File: src/sv/brb_pkg.sv
// ----------------------------------------------------------------------------
// brb_pkg
// Types and constants of the circular byte fifo
// ----------------------------------------------------------------------------
package brb_pkg;

    // store geometry and field widths
    localparam int BRB_DEPTH  = 4096;
    localparam int BRB_PTR_W  = $clog2(BRB_DEPTH);
    localparam int BRB_LEN_W  = 12;
    localparam int BRB_CW_W   = 13;
    localparam int BRB_BYTE_W = 8;
    localparam logic [7:0] BRB_FILL = 8'h20;

    // action codes
    localparam logic [2:0] ACT_ENQ     = 3'd0;
    localparam logic [2:0] ACT_DEQ     = 3'd1;
    localparam logic [2:0] ACT_PEEK    = 3'd2;
    localparam logic [2:0] ACT_MOVE_RD = 3'd3;
    localparam logic [2:0] ACT_MOVE_WR = 3'd4;
    localparam logic [2:0] ACT_CLEAR   = 3'd5;
    localparam logic [2:0] ACT_QUERY   = 3'd6;

    // controller states
    typedef enum logic [2:0] {
        ST_WIPE,
        ST_IDLE,
        ST_CLEAR,
        ST_READ,
        ST_OUT
    } brb_state_t;

    // controller to datapath commands
    typedef struct packed {
        logic in_take;
        logic wipe_en;
        logic rd_en;
        logic out_take;
    } brb_cmd_t;

    // datapath to controller status
    typedef struct packed {
        logic burst_start;
        logic clear_req;
        logic wipe_done;
        logic burst_more;
    } brb_stat_t;

endpackage

File: src/sv/brb_ctrl.sv
// ----------------------------------------------------------------------------
// brb_ctrl
// Controller: sequences wipe sweeps, burst reads and result beats
// ----------------------------------------------------------------------------
module brb_ctrl (
    input  logic              clk,
    input  logic              rst_n,
    input  logic              in_valid,
    output logic              in_ready,
    output logic              out_valid,
    input  logic              out_ready,
    input  brb_pkg::brb_stat_t stat,
    output brb_pkg::brb_cmd_t  cmd
);

    brb_pkg::brb_state_t state_reg;
    brb_pkg::brb_state_t state_next;

    // state register, reset starts the fill sweep
    always_ff @(posedge clk or negedge rst_n)
    begin
        if (!rst_n)
        begin
            state_reg <= brb_pkg::ST_WIPE;
        end
        else
        begin
            state_reg <= state_next;
        end
    end

    // next state
    always_comb
    begin
        state_next = state_reg;
        case (state_reg)
            brb_pkg::ST_WIPE:
            begin
                if (stat.wipe_done)
                begin
                    state_next = brb_pkg::ST_IDLE;
                end
            end
            brb_pkg::ST_IDLE:
            begin
                if (in_valid)
                begin
                    if (stat.clear_req)
                    begin
                        state_next = brb_pkg::ST_CLEAR;
                    end
                    else if (stat.burst_start)
                    begin
                        state_next = brb_pkg::ST_READ;
                    end
                    else
                    begin
                        state_next = brb_pkg::ST_OUT;
                    end
                end
            end
            brb_pkg::ST_CLEAR:
            begin
                if (stat.wipe_done)
                begin
                    state_next = brb_pkg::ST_OUT;
                end
            end
            brb_pkg::ST_READ:
            begin
                state_next = brb_pkg::ST_OUT;
            end
            brb_pkg::ST_OUT:
            begin
                if (out_ready)
                begin
                    state_next = stat.burst_more ? brb_pkg::ST_READ : brb_pkg::ST_IDLE;
                end
            end
            default:
            begin
                state_next = brb_pkg::ST_IDLE;
            end
        endcase
    end

    // outputs and datapath commands
    always_comb
    begin
        in_ready     = 1'b0;
        out_valid    = 1'b0;
        cmd.wipe_en  = 1'b0;
        cmd.rd_en    = 1'b0;
        case (state_reg)
            brb_pkg::ST_WIPE:  cmd.wipe_en = 1'b1;
            brb_pkg::ST_IDLE:  in_ready    = 1'b1;
            brb_pkg::ST_CLEAR: cmd.wipe_en = 1'b1;
            brb_pkg::ST_READ:  cmd.rd_en   = 1'b1;
            brb_pkg::ST_OUT:   out_valid   = 1'b1;
            default:           in_ready    = 1'b0;
        endcase
        cmd.in_take  = in_ready & in_valid;
        cmd.out_take = out_valid & out_ready;
    end

endmodule

File: config.mk
export PLATFORM = sky130hd
export DESIGN_NAME = brb_ctrl
export DESIGN_NICKNAME = d
export VERILOG_FILES = /design/src/sv/brb_pkg.sv /design/src/sv/brb_ctrl.sv
export SDC_FILE = /design/constraint.sdc
export NUM_CORES = 1
export LEC_CHECK = 0
export ABC_AREA = 1
export BUFFER_PORTS_ARGS = -buffer_cell sky130_fd_sc_hd__buf_4
export CAP_MARGIN = 10
export CORE_AREA = 2 2 39 41
export DETAILED_ROUTE_END_ITERATION = 10
export DIE_AREA = 0 0 41 43
export HOLD_SLACK_MARGIN = 0.06
export PLACE_DENSITY = 0.49
export SETUP_SLACK_MARGIN = 0.05
export SYNTH_ARGS = -nofsm -noshare
export SYNTH_HDL_FRONTEND = slang
export SYNTH_SLANG_ARGS = --single-unit
File: constraint.sdc
create_clock -name clk -period 0.9 [get_ports clk]
set_input_delay 0.045 -clock clk [delete_from_list [all_inputs] [get_ports clk]]
set_output_delay 0.045 -clock clk [all_outputs]
set_load 0.005 [all_outputs]
==> impl_metrics.json, run 1 <==
{
  "final_nets": 79,
  "wl_per_cell_um": 8.733,
  "cts_tree": "yes",
  "startpoint_type": "flip-flop",
  "grt_overflow_total": 0,
  "crit_chain": "nor2_4 -> nand2_2 -> nand2_2 -> buf_6 -> buf_6",
  "core_area_um2": 1384,
  "area_delta_synth_final_pct": 99.53,
  "synth_area_leaders": "dfrtp_1 28%, nand2_1 14%, nand3_1 13%",
  "vias": 342,
  "dp_hpwl_um": 566.3,
  "largest_reg_flops": 3,
  "post-route-util": 0.3825,
  "cp_top_family": "flip-flops",
  "grt_first_pass_wirelength_um": 1200,
  "clk_pin_slew_worst_paths_ps": 40,
  "place.gp.congestion": 0.7827,
  "setup_viol": 9,
  "synth_top_area_share": 0.2830,
  "clock_skew_ps": 4.082,
  "grt_max_degree": 6,
  "final_cells": 86,
  "critPathKind": "flip-flop to primary output",
  "dp.cells": 77,
  "drc": 0,
  "critPathMaxStageDelay_ps": 450,
  "postSynthCellCount": 44,
  "fill_cells": 157,
  "via_per_inst": 3.977,
  "cts_made_buffers": 3,
  "rsz0062_at_grt": "true",
  "slowest_stage": "dfrtp_2",
  "drive_above_1_share": 0.6000,
  "n_antenna_cell": 0,
  "cp.arrival_ps": 1140,
  "ctsRootBufferMaster": "clkbuf_4",
  "cap_violations": 0,
  "status": "finished, violations left",
  "hold_ws_ps": 116.6,
  "grt_antenna_before_repair": 0,
  "slew_violations": 0,
  "finalCritPeriodShare": 1.318,
  "multi_input_area_um2": 186.4,
  "die_width_um": 41,
  "clk_latency_ps": 230,
  "yosysWarnings": 0,
  "worstPathMaxFanout": 5,
  "p_per_area_nw_per_um2": 3113,
  "ys_ff_latch": 3,
  "max_freq_ghz": 0.8431,
  "yosysTopAreaCell": "dfrtp_1",
  "netlist_area_um2": 265.3,
  "place_ws_ps": -181.8,
  "groute.usage.overall": 0.09778,
  "tightest_slew_ps": 181.4,
  "drt_iter0_markers": 1,
  "syn-mean-instance-area_um2": 6.029,
  "ant_nets": 0,
  "cp_num_buf_inv": 2,
  "cts_sinks": 3,
  "holdCritPathClass": "input port to flip-flop",
  "die_y_um": 43,
  "port_buffers": 13,
  "io_pins": 14,
  "power.leakage_nw": 0.2990,
  "hold_viol": 0,
  "seqCellArea_um2": 76.32,
  "vdd_drop_max_uv": 952.8,
  "start_util": 0.1917,
  "ys_seq_area_frac": 0.2830,
  "timing.final.ws_setup_ps": -286.1,
  "wirelength_um": 751,
  "first_pass_iters": 3,
  "rows": 14,
  "clk_path_buf_depth": 2,
  "die_area_um2": 1763,
  "ys_types": 13,
  "grt_pass1_vias": 333,
  "period_minus_slack_ps": 1186,
  "syn_nets": 52,
  "end_kind": "primary output",
  "h-tree-depth": 1,
  "violations": "negative setup slack",
  "relSlewSlack": 0.8791,
  "crit_required_ps": 850
}
==> final cells by class <==
class	count	area share
Timing Repair Buffer	22	0.3381
Inverter	11	0.07801
Multi-Input combinational cell	30	0.3522
Sequential cell	3	0.1442
Clock buffer	4	0.04965
Tap cell	16	0.03783
==> final timing paths <==
| path | start | endpoint | slack [ps] | cells after the start |
|---|---|---|---|---|
| max in group asynchronous | rst_n | state_reg[2]$_DFFE_PN0P_ | 630 | 2 |
| hold / removal | stat[1] | state_reg[1]$_DFFE_PN0P_ | 120 | 4 |
| min in group asynchronous | rst_n | state_reg[0]$_DFFE_PN0P_ | 170 | 2 |
| setup / recovery | state_reg[2]$_DFFE_PN0P_ | cmd[2] | -290 | 5 |
| hold reg to reg | state_reg[2]$_DFFE_PN0P_ | state_reg[1]$_DFFE_PN0P_ | 660 | 3 |
| setup reg to reg | state_reg[2]$_DFFE_PN0P_ | state_reg[1]$_DFFE_PN0P_ | -270 | 7 |
==> power breakdown <==
group          internal [mW]  switching [mW]
clock                  0.166          0.0676
sequential             0.196          0.0894
combinational          0.597           0.532
total                  0.959           0.689
==> cells by family after synthesis <==
group,after synthesis,share of synthesized area
AOI/OAI and AO/OA,2,0.03770
buffers and inverters,11,0.1557
DFF,3,0.2830
and+or+nand+nor,28,0.5236
==> placed cells by master, fill, tap and decap left out, types with 2 or more instances in the layout <==
master	synthesis	final
inv_1	7	7
dfrtp_1	3	2
nand3_2	1	4
nand2_2	3	5
nand2_1	10	8
clkbuf_4	0	3
nor2_1	4	3
nand3_1	7	4
buf_4	0	18
buf_6	0	3
inv_2	4	4
nor2_4	1	3
==> through the flow <==
stage / total power [mW] / TNS (ps) / area [um2]
2_1_floorplan: 0.7253 / -250.4 / 269.0
3_3_place_gp: 1.114 / -621.8 / 416.7
3_5_place_dp: 1.113 / -649.0 / 416.7
4_1_cts: 1.507 / -2074 / 490.5
5_1_grt: 1.767 / -2619 / 529.3
6_report: 1.648 / -2187 / 529.3
==> worst min-delay path, cell delays in order <==
cell     delay, ps
buf_4           70
inv_1           40
nand3_1         70
nand2_1         60
==> cells in the mapped netlist <==
master / n
nor2_2: 1
inv_1: 7
o21ai_1: 1
nand3_2: 1
nand2_1: 10
a21oi_1: 1
nand2_2: 3
nor2_1: 4
dfrtp_1: 3
nand3_1: 7
inv_2: 4
nor2_4: 1
nor3_1: 1
==> routing by layer <==
metal / wire length [um] / track usage
met1: 291 / 0.09772
met2: 421 / 0.1906
met3: 38 / 0
met4: 0 / 0.04000
met5: 0 / 0
==> timing repair <==
action                     in CTS  in global routing
buffers inserted                2                  2
pin swaps                       0                  6
setup endpoints to repair       9                  9
hold buffers                    1                  0
hold endpoints to repair        3                  0
gates resized for setup         5                  6
Note: power is estimated with default switching activity, not from simulation.
==> run 2, diff against run 1 <==
--- a/config.mk
+++ b/config.mk
@@ -12,7 +12,9 @@
 export DETAILED_ROUTE_END_ITERATION = 10
 export DIE_AREA = 0 0 41 43
+export GPL_ROUTABILITY_DRIVEN = 0
 export HOLD_SLACK_MARGIN = 0.06
 export PLACE_DENSITY = 0.49
 export SETUP_SLACK_MARGIN = 0.05
+export SLEW_MARGIN = 10
 export SYNTH_ARGS = -nofsm -noshare
 export SYNTH_HDL_FRONTEND = slang
==> constraint.sdc (replaced) <==
create_clock -name clk -period 0.9 [get_ports clk]
set_input_delay 0.09 -clock clk [delete_from_list [all_inputs] [get_ports clk]]
set_output_delay 0.09 -clock clk [all_outputs]
set_load 0.005 [all_outputs]
==> impl_metrics.json, run 2 (synthesized netlist as in run 1, its figures left out) <==
{
  "die_y_um": 43,
  "io_pins": 14,
  "place_ws_ps": -203.3,
  "cts_tree": "yes",
  "wl_met2_um": 470,
  "ant_nets": 0,
  "clk_path_buf_depth": 2,
  "cp.arrival_ps": 1120,
  "cap_violations": 0,
  "area_delta_synth_final_pct": 110.8,
  "grt_max_degree": 6,
  "end_kind": "primary output",
  "fill_cells": 148,
  "design_area_um2": 559.3,
  "critPathKind": "flip-flop to primary output",
  "groute.usage.overall": 0.09869,
  "drt_iter0_markers": 4,
  "clk_pin_slew_worst_paths_ps": 40,
  "first_pass_iters": 4,
  "holdPathStages": 4,
  "seqCellArea_um2": 77.57,
  "max_freq_ghz": 0.8238,
  "cts_made_buffers": 3,
  "holdCritPathClass": "input port to flip-flop",
  "status": "finished, violations left",
  "largest_reg_flops": 3,
  "vias": 360,
  "multi_input_area_um2": 196.4,
  "p_per_area_nw_per_um2": 3123,
  "r2r_cells": 7,
  "n_antenna_cell": 0,
  "timing.final.ws_setup_ps": -313.9,
  "power.leakage_nw": 0.3078,
  "wl_per_cell_um": 9.046,
  "dr.max_layer_used": "met3",
  "setup_viol": 9,
  "relSlewSlack": 0.8826,
  "start_util": 0.1917,
  "final_cells": 87,
  "placed_cell_area_um2": 424.2,
  "startpoint_type": "flip-flop",
  "slew_violations": 0,
  "drc": 0,
  "clk_latency_ps": 240,
  "dp_hpwl_um": 599.3,
  "final_cell_mix": "16 x buf_4, 7 x nand2_1, 6 x inv_2, 6 x buf_6",
  "cts_sinks": 3,
  "grt_overflow_total": 0,
  "worstPathMaxFanout": 3,
  "finalCritPeriodShare": 1.349,
  "h-tree-depth": 1,
  "die_width_um": 41,
  "grt_antenna_before_repair": 0,
  "core_area_um2": 1384,
  "grt_pass1_vias": 355,
  "port_buffers": 13,
  "violations": "negative setup slack",
  "rows": 14,
  "via_per_inst": 4.138,
  "final_nets": 80,
  "wl_met1_um": 287,
  "die_area_um2": 1763,
  "vdd_drop_max_uv": 885.6,
  "drive_above_1_share": 0.6761,
  "tightest_slew_ps": 176.1,
  "clock_skew_ps": 3.489,
  "crit_required_ps": 810,
  "final_common_cell": "buf_4",
  "rsz0062_at_grt": "true",
  "period_minus_slack_ps": 1214,
  "grt_first_pass_wirelength_um": 1186,
  "dp.cells": 78,
  "hold_viol": 0,
  "wl_met3_um": 29,
  "ctsRootBufferMaster": "clkbuf_4",
  "wirelength_um": 787
}
[run 2: changes by cell type in the layout (fill, tap and decap cells not counted), sizes merged]
cell and change:
buf +1
[run 2: metal layers]
layer  up-vias  global-route usage
met1       161             0.08766
met4         0             0.04000
met3         0             0.02094
met2         8              0.1906
met5         -                   0
li1        191                   -
[run 2: path summary, 6_finish.rpt]
path / slack, ps / startpoint / to
setup reg to reg: -230 / state_reg[0]$_DFFE_PN0P_ / state_reg[2]$_DFFE_PN0P_
setup / recovery: -310 / state_reg[0]$_DFFE_PN0P_ / cmd[2]
hold / removal: 160 / stat[1] / state_reg[1]$_DFFE_PN0P_
max in group asynchronous: 610 / rst_n / state_reg[0]$_DFFE_PN0P_
hold reg to reg: 690 / state_reg[2]$_DFFE_PN0P_ / state_reg[0]$_DFFE_PN0P_
min in group asynchronous: 180 / rst_n / state_reg[2]$_DFFE_PN0P_
[run 2: repair_timing]
action / CTS / global route
setup endpoints to repair: 9 / 9
hold buffers: 1 / 0
endpoints found under the hold margin: 3 / 0
resized for setup: 11 / 9
setup buffers: 3 / 1
pin swaps: 3 / 4
[run 2: where the power goes]
group	total [mW]	switching (mW)	internal (mW)
clock	0.241	0.0747	0.166
combinational	1.21	0.556	0.652
sequential	0.298	0.0978	0.200
total	1.75	0.728	1.02
[run 2: stage by stage]
step / setup TNS [ps] / util / total power [mW] / hold WS, ps
6_report: -2326 / 0.4042 / 1.747 / 161.2
5_1_grt: -2733 / 0.4042 / 1.858 / 194.1
4_1_cts: -2487 / 0.3770 / 1.619 / 166.9
3_5_place_dp: -934.2 / 0.3065 / 1.130 / -120.6
3_3_place_gp: -955.6 / 0.3065 / 1.128 / -120.2
2_1_floorplan: -250.4 / - / 0.7253 / -205.6
[run 2: area by class of cell]
cell class                      instances  area share
Multi-Input combinational cell         30      0.3512
Clock buffer                            4     0.04698
Inverter                               11     0.07383
Sequential cell                         3      0.1387
Timing Repair Buffer                   23      0.3535
Tap cell                               16     0.03579
[run 2: critical path: stages (launching register included)]
cell and delay, ps:
dfrtp_2 430, nor2_4 180, nand2_1 90, nand2_2 100, buf_6 90
